[config.mk]
export PLATFORM = sky130hd
export DESIGN_NAME = modified_utf7_encoder
export DESIGN_NICKNAME = d
export VERILOG_FILES = /design/src/rtl/mu7_pkg.sv /design/src/rtl/mu7_pack.sv /design/src/rtl/mu7_serial.sv /design/src/rtl/modified_utf7_encoder.sv
export SDC_FILE = /design/constraint.sdc
export NUM_CORES = 1
export LEC_CHECK = 0
export ABC_CLOCK_PERIOD_IN_PS = 9000
export BUFFER_PORTS_ARGS = -buffer_cell sky130_fd_sc_hd__buf_2
export CAP_MARGIN = 25
export CELL_PAD_IN_SITES_DETAIL_PLACEMENT = 0
export CELL_PAD_IN_SITES_GLOBAL_PLACEMENT = 1
export CORE_AREA = 10 10 189 191
export CTS_CLUSTER_DIAMETER = 100
export DETAILED_ROUTE_END_ITERATION = 10
export DIE_AREA = 0 0 199 201
export PLACE_DENSITY = 0.61
export SETUP_SLACK_MARGIN = 0.2
export SLEW_MARGIN = 20
export SYNTH_ARGS = -nofsm -noshare
export SYNTH_HDL_FRONTEND = slang
export SYNTH_HIERARCHICAL = 1
export SYNTH_SLANG_ARGS = --single-unit
[constraint.sdc]
create_clock -name aclk -period 9 [get_ports aclk]
set_clock_uncertainty 0.15 [all_clocks]
set_input_delay 1.35 -clock aclk [delete_from_list [all_inputs] [get_ports aclk]]
set_output_delay 1.35 -clock aclk [all_outputs]
set_load 0.01 [all_outputs]
[src/rtl/mu7_pkg.sv]
package mu7_pkg;

    localparam int BURST_MAX = 5;
    localparam int BURST_IDX_W = $clog2(BURST_MAX + 1);

    localparam logic [6:0] CH_AMP   = 7'h26;
    localparam logic [6:0] CH_DASH  = 7'h2D;
    localparam logic [6:0] CH_SPACE = 7'h20;
    localparam logic [6:0] CH_TILDE = 7'h7E;

    typedef struct packed {
        logic [15:0] code_unit;
        logic        last_unit;
    } in_item_t;

    typedef struct packed {
        logic [6:0] out_byte;
        logic       run_end;
        logic       name_end;
    } out_item_t;

    typedef struct packed {
        logic       in_base64;
        logic [3:0] leftover_bits;
        logic [2:0] leftover_count;
    } enc_state_t;

    typedef struct packed {
        logic [BURST_MAX-1:0][6:0] bytes;
        logic [BURST_IDX_W-1:0]    count;
        logic                      last;
    } burst_t;

    // base64 alphabet with ',' in place of '/'
    function automatic logic [6:0] sextet_char(input logic [5:0] v);
        logic [6:0] c;
        if (v < 6'd26) begin
            c = 7'h41 + {1'b0, v};
        end else if (v < 6'd52) begin
            c = 7'h61 + {1'b0, v - 6'd26};
        end else if (v < 6'd62) begin
            c = 7'h30 + {1'b0, v - 6'd52};
        end else if (v == 6'd62) begin
            c = 7'h2B;
        end else begin
            c = 7'h2C;
        end
        return c;
    endfunction

    function automatic logic is_direct(input logic [15:0] u);
        return (u >= {9'd0, CH_SPACE}) && (u <= {9'd0, CH_TILDE}) && (u != {9'd0, CH_AMP});
    endfunction

    function automatic logic [2:0] clamp_count(input logic [2:0] c);
        return (c > 3'd4) ? 3'd4 : c;
    endfunction

endpackage

[src/rtl/mu7_pack.sv]
module mu7_pack
    import mu7_pkg::*;
(
    input  in_item_t   item,
    input  enc_state_t state_cur,
    output burst_t     burst,
    output enc_state_t state_next
);

    logic                      direct;
    logic                      b64;
    logic [3:0]                lb;
    logic [2:0]                lc;
    logic [2:0]                cc;
    logic [BURST_IDX_W-1:0]    k;
    logic [BURST_MAX-1:0][6:0] bytes;
    logic                      do_pack;
    logic                      opening;
    logic [3:0]                pk_bits;
    logic [2:0]                pk_cnt;
    logic [19:0]               acc;
    logic [4:0]                n;
    logic [1:0]                nsext;
    logic [4:0]                sh;
    logic [4:0]                rem;
    logic [3:0]                mask;
    logic [5:0]                pad;

    always_comb begin
        direct  = is_direct(item.code_unit);
        b64     = state_cur.in_base64;
        lb      = state_cur.leftover_bits;
        lc      = state_cur.leftover_count;
        k       = '0;
        bytes   = '0;
        do_pack = 1'b0;
        opening = 1'b0;
        pk_bits = '0;
        pk_cnt  = '0;
        acc     = '0;
        n       = '0;
        nsext   = '0;
        sh      = '0;
        rem     = '0;
        mask    = '0;
        pad     = '0;
        cc      = '0;

        // close of an open run ahead of a printable unit
        if (b64 && direct) begin
            cc = clamp_count(lc);
            if (cc != 3'd0) begin
                pad = 6'({2'b00, lb} << (3'd6 - cc));
                bytes[k] = sextet_char(pad);
                k = k + 1'b1;
            end
            bytes[k] = CH_DASH;
            k = k + 1'b1;
            b64 = 1'b0;
            lb  = '0;
            lc  = '0;
        end

        if (direct) begin
            bytes[k] = item.code_unit[6:0];
            k = k + 1'b1;
        end else if (!b64 && item.code_unit == {9'd0, CH_AMP}) begin
            bytes[k] = CH_AMP;
            k = k + 1'b1;
            bytes[k] = CH_DASH;
            k = k + 1'b1;
        end else begin
            if (!b64) begin
                bytes[k] = CH_AMP;
                k = k + 1'b1;
                opening = 1'b1;
            end
            do_pack = 1'b1;
        end

        if (do_pack) begin
            pk_bits = opening ? 4'd0 : lb;
            pk_cnt  = opening ? 3'd0 : clamp_count(lc);
            acc     = {pk_bits, item.code_unit};
            n       = 5'd16 + {2'b00, pk_cnt};
            nsext   = (n >= 5'd18) ? 2'd3 : 2'd2;
            for (int i = 0; i < 3; i++) begin
                if (2'(i) < nsext) begin
                    sh = n - 5'd6 - 5'(6 * i);
                    bytes[k] = sextet_char(6'(acc >> sh));
                    k = k + 1'b1;
                end
            end
            rem  = (nsext == 2'd3) ? n - 5'd18 : n - 5'd12;
            mask = (rem >= 5'd4) ? 4'hF : 4'((5'd1 << rem) - 5'd1);
            b64  = 1'b1;
            lb   = acc[3:0] & mask;
            lc   = rem[2:0];
        end

        // end of name flushes whatever run is still open
        if (item.last_unit && b64) begin
            cc = clamp_count(lc);
            if (cc != 3'd0) begin
                pad = 6'({2'b00, lb} << (3'd6 - cc));
                bytes[k] = sextet_char(pad);
                k = k + 1'b1;
            end
            bytes[k] = CH_DASH;
            k = k + 1'b1;
        end

        if (item.last_unit) begin
            b64 = 1'b0;
            lb  = '0;
            lc  = '0;
        end
    end

    assign burst.bytes = bytes;
    assign burst.count = k;
    assign burst.last  = item.last_unit;

    assign state_next.in_base64      = b64;
    assign state_next.leftover_bits  = lb;
    assign state_next.leftover_count = lc;

endmodule

[src/rtl/mu7_serial.sv]
module mu7_serial
    import mu7_pkg::*;
(
    input  logic      aclk,
    input  logic      aresetn,
    input  logic      load_valid,
    output logic      load_ready,
    input  burst_t    load_burst,
    output logic      m_valid,
    input  logic      m_ready,
    output out_item_t m_data
);

    burst_t                 burst_reg;
    logic                   vld_reg;
    logic [BURST_IDX_W-1:0] idx_reg;
    logic                   at_last;
    logic                   fire;

    assign at_last    = (idx_reg == burst_reg.count - 1'b1);
    assign fire       = vld_reg && m_ready;
    assign load_ready = !vld_reg || (fire && at_last);

    always_ff @(posedge aclk) begin
        if (!aresetn) begin
            vld_reg <= 1'b0;
            idx_reg <= '0;
        end else if (load_valid && load_ready) begin
            vld_reg <= 1'b1;
            idx_reg <= '0;
        end else if (fire && at_last) begin
            vld_reg <= 1'b0;
            idx_reg <= '0;
        end else if (fire) begin
            idx_reg <= idx_reg + 1'b1;
        end
    end

    always_ff @(posedge aclk) begin
        if (load_valid && load_ready) begin
            burst_reg <= load_burst;
        end
    end

    assign m_valid         = vld_reg;
    assign m_data.out_byte = burst_reg.bytes[idx_reg[2:0]];
    assign m_data.run_end  = at_last;
    assign m_data.name_end = at_last && burst_reg.last;

endmodule

[src/rtl/modified_utf7_encoder.sv]
// Encodes a mailbox name, one UTF-16 code unit per input transfer, into IMAP
// modified UTF-7 ASCII, one byte per output transfer. An input transfer is
// taken in every cycle while there is room; each unit yields 1 to 5 bytes
// (2 or 3 inside a base64 run, up to 5 when a run closes at the end of
// the name), and the byte port moves one byte per cycle while m_ready is
// high. A unit is first registered in in_reg; its bytes are then loaded
// into the serializer's burst register, which drives m_valid. run_end marks
// the last byte of each unit and name_end the last byte of the name; after
// a unit flagged last_unit the encoder is back in direct mode for the next
// name.
module modified_utf7_encoder
    import mu7_pkg::*;
(
    input  logic      aclk,
    input  logic      aresetn,
    input  logic      s_valid,
    output logic      s_ready,
    input  in_item_t  s_data,
    output logic      m_valid,
    input  logic      m_ready,
    output out_item_t m_data
);

    in_item_t   in_reg;
    logic       in_vld_reg;
    enc_state_t state_reg;
    enc_state_t state_next;
    burst_t     burst;
    logic       load_ready;
    logic       load;

    assign load    = in_vld_reg && load_ready;
    assign s_ready = aresetn && (!in_vld_reg || load_ready);

    always_ff @(posedge aclk) begin
        if (!aresetn) begin
            in_vld_reg <= 1'b0;
            state_reg  <= '0;
        end else begin
            if (s_valid && s_ready) begin
                in_vld_reg <= 1'b1;
            end else if (load) begin
                in_vld_reg <= 1'b0;
            end
            if (load) begin
                state_reg <= state_next;
            end
        end
    end

    always_ff @(posedge aclk) begin
        if (s_valid && s_ready) begin
            in_reg <= s_data;
        end
    end

    mu7_pack u_pack (
        .item       (in_reg),
        .state_cur  (state_reg),
        .burst      (burst),
        .state_next (state_next)
    );

    mu7_serial u_serial (
        .aclk       (aclk),
        .aresetn    (aresetn),
        .load_valid (in_vld_reg),
        .load_ready (load_ready),
        .load_burst (burst),
        .m_valid    (m_valid),
        .m_ready    (m_ready),
        .m_data     (m_data)
    );

endmodule

=== Word level (Yosys, flattened, before mapping) ===
Index checks and enable logic that the tools add are counted.

* $add $sub $neg: 44
* Magnitude comparators: 42
* Eq/ne operators: 9
* Shifts and indexed selects: 6
* Multiplexer cells: 107
* Bitwise logic cells: 14
* Reduce and logical (&&, ||, !) cells: 29

{| class="wikitable"
|+ Operators by type and width
! kind !! number
|-
| 35-bit two-way mux || 13
|-
| 7-bit two-way mux || 34
|-
| 35-bit bitwise mux || 5
|-
| 7-bit demux with 3-bit select || 8
|-
| 3-bit two-way mux || 26
|-
| 7-bit by 6-bit adder with 7-bit output (first input constant) || 10
|-
| 6-bit < comparator (second input constant) || 10
|-
| 20-bit by 5-bit >> shifter with 6-bit output || 3
|-
| 15-bit inverter || 3
|-
| 20-bit bitwise OR || 2
|-
| 3-bit by 4-bit < comparator with 1-bit output (second input constant) || 9
|-
| 6-bit by 6-bit adder with 7-bit output (first input constant) || 5
|-
| 15-bit AND || 2
|-
| 6-bit equality test (second input constant) || 5
|-
| 6-bit by 5-bit < comparator with 1-bit output (second input constant) || 5
|-
| 6-bit by 5-bit subtractor with 6-bit output (second input constant) || 5
|-
| 6-bit subtractor (second input constant) || 5
|-
| 3-bit by 1-bit adder with 3-bit output (second input constant) || 9
|-
| 3-bit by 1-bit greater-or-equal comparator with 1-bit output (second input constant) || 8
|-
| 7-bit binary-select mux with 3-bit select || 1
|-
| 20-bit AND || 1
|-
| 4-bit two-way mux || 5
|-
| 20-bit inverter || 1
|-
| 4-bit by 20-bit bitwise OR with 20-bit output || 1
|-
| other kinds (32) || 75
|}

* Bits in registers: 69
* Word-level logic and storage cells: 266

=== Depth between registers and ports, before layout ===
Gate-level depths: netlist of run 1.

* Word-level depth: 34
* Mapped depth: 27

=== Modules after synthesis ===
The synthesis of run 1 kept the hierarchy.

{| class="wikitable"
|+ Modules (own cells, without submodules)
! module !! times used !! cells each !! area each (sq um) !! seq. area each (sq um)
|-
| mu7_pack || 1 || 980 || 6761.5 || 0.0
|-
| mu7_serial || 1 || 108 || 1779.2 || 1251.2
|-
| modified_utf7_encoder || 1 || 61 || 928.4 || 690.7
|}

=== Least setup slack after synthesis of run 1 ===
Ideal clock, no wire load.

* Path type: register to register
* Start point: register in_reg[9] (netlist bit)
* End point: register u_serial/burst_reg[31] (netlist bit), data pin
* Arrival time: 5.051 ns
* Data required time: 8.582 ns
* Slack: 3.531 ns
* Stages on the path, launching flop included: 22
* Clock period less this slack: 5.469 ns
* Cells stage by stage: edfxtp_1 -> nor4_4 -> o2111ai_2 -> o21ai_2 -> buf_4 -> nand3_4 -> ha_1 -> clkbuf_1 -> clkbuf_1 -> clkbuf_1 -> nand3_1 -> o31a_1 -> inv_1 -> ha_1 -> xor2_1 -> nand2_1 -> or2_2 -> ha_1 -> nor2b_1 -> nand3_1 -> a311oi_2 -> o22ai_1

{| class="wikitable"
|+ RTL lines
! element !! RTL line !! source
|-
| start, declared || modified_utf7_encoder.sv:24 || <nowiki>in_item_t in_reg;</nowiki>
|-
| start signal, assigned || modified_utf7_encoder.sv:53 || <nowiki>in_reg <= s_data;</nowiki>
|-
| end signal, assigned || mu7_serial.sv:41 || <nowiki>burst_reg <= load_burst;</nowiki>
|-
| end, declared || mu7_serial.sv:14 || <nowiki>burst_t burst_reg;</nowiki>
|}

==> metrics.md, run 1 <==
| Metric | Value |
|---|---|
| Status | `finished, final reports clean` |
| Synth top area share | `0.178` |
| Final period util | `0.894` |
| RSZ-0062 raised after global routing | `false` |
| Clock buffer depth | `2` |
| Clk network pwr share | `0.370` |
| Antenna violations before repair | `0` |
| Synth area leader | `edfxtp_1` |
| Clock Latency Late Sink | `between 0.3 and 0.4 ns` |
| H-tree Lvls | `3` |
| Most common cell in the netlist | `nand2_1` |
| Starting Density | `0.296` |
| Area Overhead vs Synth | `7.00%` |
| Post-synth ARST share | `0` |
| Top post-synthesis cells by area | `edfxtp_1, ha_1, nand2_1` |
| GRT Resource Usage Total | `0.174` |
| Hold buffer count at CTS | `0` |
| Port bufs | `31` |
| TritonCTS buffer count | `9` |
| DIE AREA | `40000 µm²` |
| Die Wd | `around 200 µm` |
| Pre-antenna DRT Iters | `5` |
| # nets final | `around 1200` |
| CP cell instances | `nor4_4 > o2111a_2 > nand4_1 > nand3_2 > inv_1 > ha_1 > xnor2_1 > o221ai_1 > nor2_1 > ha_1 > inv_1 > nor2_1 > nand4_1 > o311a_1 > a211oi_1 > or2_1 > o31ai_1 > a21oi_1 > a21boi_0 > o21ai_0` |
| Routed WL | `35600 µm` |
| WP buf/inv | `2` |
| CP arrival | `8.02 ns` |
| Worst slew pin tran | `1.04 ns` |
| Met1 usage | `0.251` |
| Storage cell area | `slightly below 2000 µm²` |
| Largest net degree at the start of global routing | `39` |
| DIE HEIGHT | `~200 µm` |
| Violation count after the first detailed-route iteration | `1058` |
| Met3 global-route usage | `0.0312` |
| Setup ws final | `between 0.9 and 1 ns` |
| Max-cap violations | `0` |
| Final HPWL DP | `27300 µm` |
| Drt drc | `0` |
| Max-slew violation count | `0` |
| Int Pwr | `668 µW` |
| Max reg flops | `39` |
| Switching Fraction | `0.326` |
| Min cycle time layout | `8.04 ns` |
| Clock root buffer | `clkbuf_16` |
| ANT cells | `0` |
| Critical Path Fanout Max | `17` |
| Lkg Pwr | `between 0.003 and 0.004 µW` |
| Post-CTS Resized | `0` |
| Synth warn | `6` |
| Cell Pwr Density | `between 90 and 100 nW/µm²` |
| Distinct cells, synth | `125` |
| Final Cell Area | `slightly above 10000 µm²` |
| Hold-critical path depth | `2` |
| Max Clk Rate | `about 120 MHz` |
| Critical Path Stages | `20` |
| Core area | `~32000 µm²` |
| Synth Register Bits | `about 70` |
| Hold Fails Final Rpt | `0` |
| Setup CP Type | `flip-flop to flip-flop` |
| CP Capture Type | `flip-flop` |
| Met2 Use GR | `0.253` |
| Hold Crit Class | `flip-flop to flip-flop` |
| Multi-input logic area | `6860 µm²` |
| Synth Flop Type | `edfxtp_1` |
| Maximum vdd drop | `around 70 µV` |
| Mean area per synthesized cell | `just over 8 µm²` |
| Detail Route Antenna Nets | `0` |
| RD Place Congestion | `between 0.9 and 1` |
| DR WL/cell | `23.0 µm` |
| First-pass GRT wire length | `roughly 54000 µm` |
| Post-CTS Setup Inserts | `0` |
| Worst stage delay on the critical path | `roughly 0.7 ns` |
| Via density | `approximately 6` |
| WP data required | `approximately 9 ns` |
| Share of layout cells above drive strength 1 | `0.138` |
| DP Area | `9840 µm²` |
| Startpoint types | `flip-flop` |
| # rows | `66` |
| Combinational share of power | `0.235` |
| Sequential share of power | `0.394` |
| Ports | `32` |
| TritonCTS Sinks | `69` |
| Worst slew margin | `0.294` |
| Reg2reg path depth | `20` |
| CTS tree | `done` |
| Dpl ws | `roughly 1.2 ns` |
| Post-synth EDFFs | `56` |
| Core Util, Final | `0.316` |
| GRT Max-Usage Layer | `met2` |
| CP top delay family | `compound AO/OA/AOI/OAI gates` |
| Cell area after synthesis | `~9500 µm²` |
| Syn Inst Count | `approximately 1100` |
| Post-synth net total | `~1200` |
| Filler instances | `3415` |
| Endpoints failing setup | `0` |
| Clock-pin slew on the worst setup and hold paths | `about 0.06 ns` |
| Sw power | `roughly 320 µW` |
| Final TNS setup | `0 ns` |
| Cell with the largest stage delay on the worst path | `xnor2_1` |
| Post-synthesis sequential area ratio | `0.205` |
| GRT overflow | `0` |
| Vias in the first global route | `roughly 8600` |
| Synth top cells by count | `nand2_1, nor2_1, ha_1, inv_1, edfxtp_1` |
| WHS | `between 0.4 and 0.5 ns` |
| Via Count | `between 9000 and 10000` |
## power groups by stage
stage,registers [µW],logic (µW),clock network [µW]
2_1_floorplan,384,170,0
3_3_place_gp,396,230,0
3_5_place_dp,397,228,0
4_1_cts,390,229,375
5_1_grt,392,252,388
6_report,390,233,367
## final timing paths
kind | from | end | slack, ns
min reg2reg | state_reg[6] | state_reg[6] | 0.42
max reg2reg | in_reg[13] | u_serial/burst_reg[7] | 0.96
min | state_reg[6] | state_reg[6] | 0.42
max | in_reg[13] | u_serial/burst_reg[7] | 0.96
## worst min-delay path, delay by kind of cell (launching register included)
kind / cells / cell delay [ns]
AO/OA/AOI/OAI: 1 / 0.05
flip-flops: 1 / 0.38
AND/OR/NAND/NOR: 1 / 0.10
## area by class of cell
type,instances,area share
clock inverters,6,0.00617
well taps,408,0.0504
clock buffers,10,0.0226
repair buffers,45,0.0257
inverters,71,0.0263
multi-input cells,939,0.677
flip-flops and latches,69,0.192
## cell families (layout without fill, tap and decap cells)
| logic type | after synthesis | after routing | share of synthesized area |
|---|---|---|---|
| AND/OR/NAND/NOR | 412 | 412 | 0.231 |
| AO/OA/AOI/OAI | 371 | 371 | 0.299 |
| buffers and inverters | 141 | 132 | 0.0703 |
| flip-flops | 69 | 69 | 0.205 |
| adder cells (fa/ha/maj) | 66 | 66 | 0.0872 |
| XOR/XNOR | 55 | 55 | 0.0575 |
| multiplexers | 35 | 35 | 0.0497 |
## cell usage in the layout, fill, tap and decap left out, types with 10 or more instances in the layout
cell type  Yosys  routed
nand2_1      111     111
nor2_1        83      83
inv_1         66      66
ha_1          66      66
edfxtp_1      56      56
o21ai_0       53      53
a21oi_1       51      51
nand3_1       48      48
xnor2_1       36      36
buf_2         24      31
a31oi_1       28      28
nor3_1        27      27
nand4_1       22      22
o211ai_1      18      18
mux2i_1       17      17
o31ai_1       15      15
o22ai_1       15      15
nand2b_1      14      14
and3_1        14      14
buf_4         10      14
xor2_1        14      14
nor2b_1       14      14
dfxtp_1       13      13
a211oi_1      13      13
o21a_1        13      13
a221oi_1      11      11
o221ai_1      11      11
o21ai_2       10      10
o21ai_1       10      10
## layer usage
metal	routed length, µm	vias to the layer above	share of wire
met5	0	-	0
met4	1020	0	0.029
met3	2570	59	0.072
met2	15300	409	0.43
met1	16700	4502	0.47
li1	-	4354	-
## stage by stage
stage          power (µW)  instances
2_1_floorplan         553       1149
4_1_cts               994       1548
3_5_place_dp          625       1532
3_3_place_gp          626       1532
6_report              990       1548
5_1_grt              1030       1548
Power figures use the tool's default switching activity.
==> run 2: changes to the inputs <==
Settings changed: ABC_AREA set to 1, CORE_AREA 10 10 189 191 to 10 10 188 190, DIE_AREA 0 0 199 201 to 0 0 198 200, PLACE_DENSITY 0.61 to 0.64.
==> run 2 against run 1 <==
Against the previous run:
- cell count increased by 20%
- combinational power up 95%
- utilization increased by 0.68 points
- register-to-register slack improved by 1.6 ns
- largest cell class unchanged
- highest routed layer unchanged
- power increased by 24%
- synthesized area decreased by 1.5%
- die area fell by 1.0%
- design area about the same
==> metrics.md, run 2 <==
| Metric | Value |
|---|---|
| Status | `finished, final reports clean` |
| Dpl ws | `2.67 ns` |
| Sequential share of power | `0.327` |
| Commonest non-fill, non-tap cells in the layout | `nand2_1, inv_1, nand3_1, nor2_1, ha_1` |
| Die Wd | `198 µm` |
| # rows | `65` |
| Setup CP Type | `flip-flop to flip-flop` |
| Distinct cells, synth | `just over 60` |
| Switching Fraction | `0.400` |
| CP Capture Type | `flip-flop` |
| Endpoints failing setup | `0` |
| Placed Cells incl. Taps | `1848` |
| RD Place Congestion | `between 0.9 and 1` |
| GRT overflow | `0` |
| Share of layout cells above drive strength 1 | `0.156` |
| Critical Path Fanout Max | `15` |
| Synth top area share | `0.180` |
| Violation count after the first detailed-route iteration | `730` |
| Post-synthesis sequential area ratio | `0.208` |
| Synth area leader | `edfxtp_1` |
| Top post-synthesis cells by area | `edfxtp_1, nand2_1, ha_1` |
| Post-CTS Setup Inserts | `0` |
| Synth warn | `6` |
| Combinational share of power | `0.371` |
| Hold Crit Class | `flip-flop to flip-flop` |
| Core area | `about 31000 µm²` |
| Worst slew margin | `0.400` |
| ANT cells | `0` |
| Final HPWL DP | `roughly 25000 µm` |
| Clk network pwr share | `0.303` |
| Max Clk Rate | `approximately 160 MHz` |
| Filler instances | `3520` |
| Max reg flops | `39` |
| Post-synth ARST share | `0` |
| # nets final | `approximately 1500` |
| DIE HEIGHT | `about 200 µm` |
| Vias in the first global route | `roughly 8500` |
| Final period util | `0.712` |
| Int Pwr | `between 700 and 800 µW` |
| CTS tree | `done` |
| WP data required | `around 9 ns` |
| First-pass GRT wire length | `slightly below 50000 µm` |
| Post-Layout Cell Count | `around 1900` |
| Ports | `32` |
| H-tree Lvls | `3` |
| Min cycle time layout | `between 6 and 7 ns` |
| Tot Pwr | `between 1000 and 1500 µW` |
| DR WL/cell | `16.6 µm` |
| Max-slew violation count | `0` |
| Maximum vdd drop | `between 80 and 90 µV` |
| Max-cap violations | `0` |
| Routed WL | `approximately 31000 µm` |
| RSZ-0062 raised after global routing | `false` |
| Most common cell in the netlist | `nand2_1` |
| Worst slew pin tran | `about 0.89 ns` |
| Final TNS setup | `0 ns` |
| Clock buffer depth | `2` |
| Met1 usage | `0.217` |
| TritonCTS Sinks | `69` |
| Clock Latency Late Sink | `around 0.35 ns` |
| Synth top cells by count | `nand2_1, inv_1, nand3_1, nor2_1, ha_1` |
| Drt drc | `0` |
| CP arrival | `between 6 and 7 ns` |
| Cell area after synthesis | `~9300 µm²` |
| Lkg Pwr | `between 0.004 and 0.005 µW` |
| Via density | `4.86` |
| Via Count | `a little over 9000` |
| Antenna violations before repair | `0` |
| Syn Inst Count | `about 1400` |
| Synth Flop Type | `edfxtp_1` |
| Worst stage delay on the critical path | `around 0.55 ns` |
| Sw power | `approximately 490 µW` |
| TritonCTS buffer count | `9` |
| Met2 Use GR | `0.255` |
| Post-CTS Resized | `0` |
| Detail Route Antenna Nets | `0` |
| Mean area per synthesized cell | `roughly 6.5 µm²` |
| Startpoint types | `flip-flop` |
| Area Overhead vs Synth | `8.78%` |
| Hold buffer count at CTS | `0` |
| Pre-antenna DRT Iters | `5` |
| Port bufs | `31` |
| Hold Fails Final Rpt | `0` |
| Post-synth EDFFs | `between 50 and 60` |
| Post-synth net total | `1524` |
| Met3 global-route usage | `0.0278` |
| Clock root buffer | `clkbuf_16` |
| DIE AREA | `roughly 40000 µm²` |
| Largest net degree at the start of global routing | `40` |
| Commonest non-fill, non-tap cell in the layout | `nand2_1` |
| Cell Pwr Density | `~120 nW/µm²` |
| Synth Register Bits | `69` |
| Clock-pin slew on the worst setup and hold paths | `0.07 ns` |
| Setup ws final | `around 2.6 ns` |
| GRT Max-Usage Layer | `met2` |
| GRT Resource Usage Total | `0.158` |
| Starting Density | `0.297` |
| Cell with the largest stage delay on the worst path | `edfxtp_1` |
run 2: cell types whose count changed in the layout (fill, tap and decap cells not counted), sizes merged, moves of 16 or more:
cell   before  now
a31oi      28    2
inv        70  213
mux2i      17    1
nand2     112  471
nand3      50  162
nor2       86  144
o21ai      73  103
xnor2      39   10
run 2: kinds of logic (layout without fill, tap and decap cells):
logic type,after synthesis,in the layout,share of synthesized area
AND/OR/NAND/NOR,832,832,0.439
buffers and inverters,243,269,0.110
AO/OA/AOI/OAI,196,196,0.123
flip-flops,69,69,0.208
adder cells (fa/ha/maj),66,66,0.0886
XOR/XNOR,30,30,0.0302
multiplexers,1,1,0.00107
run 2: layer usage:
metal | part of all wire | routed length [µm]
met5 | 0 | 0
met4 | 0.0090 | 278
met3 | 0.055 | 1690
met2 | 0.46 | 14100
met1 | 0.48 | 14900
run 2: power groups by stage:
stage	Sequential (µW)	Clock, µW	Combinational [µW]
5_1_grt	403	399	512
2_1_floorplan	398	0	323
3_5_place_dp	408	0	450
6_report	400	371	455
3_3_place_gp	407	0	452
4_1_cts	401	381	452
run 2: per-stage QoR:
| stage | utilization | hold WS (ns) | instance area, µm² |
|---|---|---|---|
| floorplan | - | 0.324 | 9320 |
| global placement | 0.313 | 0.381 | 9840 |
| detailed placement | 0.313 | 0.370 | 9840 |
| CTS | 0.323 | 0.380 | 10100 |
| global route | 0.323 | 0.416 | 10100 |
| finish | 0.323 | 0.381 | 10100 |
run 2: final timing paths:
| check | start | endpoint | slack, ns | depth (start not counted) |
|---|---|---|---|---|
| setup reg to reg | in_reg[4] | u_serial/burst_reg[33] | 2.59 | 29 |
| setup / recovery | in_reg[4] | u_serial/burst_reg[33] | 2.59 | 29 |
| hold reg to reg | in_vld_reg | in_vld_reg | 0.38 | 2 |
| hold / removal | in_vld_reg | in_vld_reg | 0.38 | 2 |
run 2: cell type report:
cell class	count	area, µm²	share of cell area
tap	402	503	0.0496
clock inverter	7	73.8	0.00728
timing repair buffer	37	198	0.0195
inverter	216	823	0.0812
clock buffer	9	225	0.0222
multi-input combinational	1125	6380	0.629
sequential	69	1940	0.191
run 2: critical path: cells and delay by family (launching register included):
kind,cells,cell delay [ns]
adders and majority gates,3,1.08
AOI/OAI and AO/OA,3,1.04
and+or+nand+nor,16,2.04
DFF,1,0.55
buffers and inverters,7,1.34
==> run 3: changes to the inputs <==
Settings changed: ABC_AREA 1 to 0, ABC_CLOCK_PERIOD_IN_PS 9000 to 6500, CORE_AREA 10 10 188 190 to 10 10 189 191, DIE_AREA 0 0 198 200 to 0 0 199 201, PLACE_DENSITY 0.64 to 0.61.
Clock period 9 ns to 6.5 ns, I/O delays scaled along.
==> run 3 against run 2 <==
Against the previous run:
- non-clock buffer count up 44
- critical path type unchanged
- setup slack worse by 2.1 ns
- utilization up 0.38 points
- sequential share of layout area down 0.61 points
- critical endpoint is now u_serial/burst_reg[24]
- highest routed layer unchanged
==> metrics.md, run 3 (synthesis results as in run 1) <==
| Metric | Value |
|---|---|
| Status | `finished, final reports clean` |
| Vias in the first global route | `8910` |
| Crit Reg-Reg Startpoint | `in_reg[11]` |
| Max reg flops | `39` |
| Ports | `32` |
| # nets final | `approximately 1300` |
| Switching Fraction | `0.328` |
| Clock Latency Late Sink | `roughly 0.36 ns` |
| Clock buffer depth | `2` |
| Critical Path Fanout Max | `10` |
| Commonest non-fill, non-tap cells in the layout | `nand2_1, nor2_1, inv_1, ha_1, edfxtp_1` |
| Routed WL | `35600 µm` |
| Pre-antenna DRT Iters | `5` |
| Core area | `between 30000 and 40000 µm²` |
| Detail Route Antenna Nets | `0` |
| WHS | `0.326 ns` |
| # rows | `66` |
| Multi-input logic area | `approximately 7000 µm²` |
| Via density | `5.96` |
| Max Clk Rate | `between 150 and 200 MHz` |
| Worst slew margin | `0.327` |
| Port bufs | `31` |
| RSZ-0062 raised after global routing | `false` |
| GRT Resource Usage Total | `0.175` |
| Cell Pwr Density | `about 130 nW/µm²` |
| Clk network pwr share | `0.368` |
| ANT cells | `0` |
| DIE AREA | `about 40000 µm²` |
| Sequential share of power | `0.386` |
| Share of layout cells above drive strength 1 | `0.168` |
| Core Util, Final | `0.327` |
| Via Count | `roughly 9400` |
| Max-slew violation count | `0` |
| CP Launch Point | `in_reg[11]` |
| DIE HEIGHT | `201 µm` |
| CP arrival | `between 5 and 6 ns` |
| Startpoint types | `flip-flop` |
| First-pass GRT wire length | `~55000 µm` |
| Final period util | `0.928` |
| Final Cell Area | `10500 µm²` |
| Setup CP Type | `flip-flop to flip-flop` |
| Largest net degree at the start of global routing | `39` |
| Reg2reg path depth | `18` |
| Storage cell area | `a little under 2000 µm²` |
| Endpoints failing setup | `0` |
| WP data required | `around 6.4 ns` |
| Placed Cells incl. Taps | `1553` |
| Hold Fails Final Rpt | `0` |
| Int Pwr | `approximately 940 µW` |
| Sw power | `between 400 and 500 µW` |
| Starting Density | `0.296` |
| Worst slew pin tran | `0.994 ns` |
| DP Area | `roughly 10000 µm²` |
| Clock root buffer | `clkbuf_16` |
| CP Capture Type | `flip-flop` |
| CP Capture Point | `u_serial/burst_reg[24]` |
| H-tree Lvls | `3` |
| Min cycle time layout | `6.03 ns` |
| Clock-pin slew on the worst setup and hold paths | `about 0.070 ns` |
| Final HPWL DP | `around 28000 µm` |
| TritonCTS buffer count | `9` |
| Flop2flop setup slack | `around 0.47 ns` |
| DR WL/cell | `about 22 µm` |
| Max-cap violations | `0` |
| GRT overflow | `0` |
| Die Wd | `between 150 and 200 µm` |
| Final TNS setup | `0 ns` |
| Drt drc | `0` |
| TritonCTS Sinks | `69` |
| Area Overhead vs Synth | `10.6%` |
| Reg2reg end | `u_serial/burst_reg[24]` |
| Combinational share of power | `0.246` |
| Commonest non-fill, non-tap cell in the layout | `nand2_1` |
| Post-Layout Cell Count | `around 1600` |
| Hold Crit Class | `flip-flop to flip-flop` |
| CTS tree | `done` |
| Lkg Pwr | `about 0.004 µW` |
| Filler instances | `3391` |
| Maximum vdd drop | `~97 µV` |
| RD Place Congestion | `roughly 0.93` |
| Violation count after the first detailed-route iteration | `between 900 and 1000` |
| Antenna violations before repair | `0` |
run 3: changes by cell type in the layout (fill, tap and decap cells not counted), moves of 34 or more:
cell,previous run,this run
nand2_2,49,1
inv_1,181,66
nand2_1,409,111
nor2_1,117,83
buf_4,5,50
nand3_1,136,48
run 3: worst min path at each step:
stage | startpoint | to | slack [ns] | depth (start not counted)
2_1_floorplan | state_reg[2] | state_reg[2] | 0.29 | 2
3_3_place_gp | state_reg[2] | state_reg[2] | 0.31 | 2
3_5_place_dp | state_reg[2] | state_reg[2] | 0.32 | 2
4_1_cts | state_reg[2] | state_reg[2] | 0.33 | 2
5_1_grt | state_reg[2] | state_reg[2] | 0.35 | 2
6_report | state_reg[2] | state_reg[2] | 0.33 | 2
run 3: stage by stage:
stage	worst slack (ns)	total power, µW
floorplan	1.03	766
global placement	0.378	878
detailed placement	0.263	875
CTS	0.251	1390
global route	0.180	1450
finish	0.469	1390
run 3: area by class of cell:
type | count | share of cell area
inverters | 71 | 0.0254
flip-flops and latches | 69 | 0.185
multi-input cells | 939 | 0.662
clock inverters | 6 | 0.00609
repair buffers | 81 | 0.0507
well taps | 408 | 0.0487
clock buffers | 10 | 0.0219
run 3: routing by layer:
metal,GRT usage,vias up,part of all wire
li1,-,4423,-
met1,0.237,4551,0.45
met4,0.0572,0,0.028
met3,0.0349,67,0.068
met5,0,-,0
met2,0.269,396,0.45
run 3: critical path, cell delays in order (launching register included):
cell	delay, ns
edfxtp_1	0.58
nor4b_4	0.43
nand3_1	0.24
nand4_1	0.30
nand3_2	0.12
buf_4	0.20
ha_1	0.35
a21oi_1	0.06
a221oi_1	0.50
and3_2	0.36
ha_1	0.30
xor2_1	0.34
nand2_1	0.11
or2_2	0.36
ha_1	0.24
xnor2_2	0.33
nand3_1	0.19
a311oi_4	0.45
a221oi_2	0.13
run 3: power by group through the flow:
stage / sequential (µW) / combinational, µW / clock [µW]
after floorplan: 531 / 235 / 0
after global placement: 548 / 330 / 0
after detailed placement: 549 / 327 / 0
after CTS: 539 / 328 / 523
after global routing: 541 / 372 / 537
final: 537 / 342 / 513
run 3: repair_timing:
item                       4_1_cts  5_1_grt
setup endpoints to repair        0       26
setup buffers                    0       15
hold buffers                     0        0
resized for setup                0       11
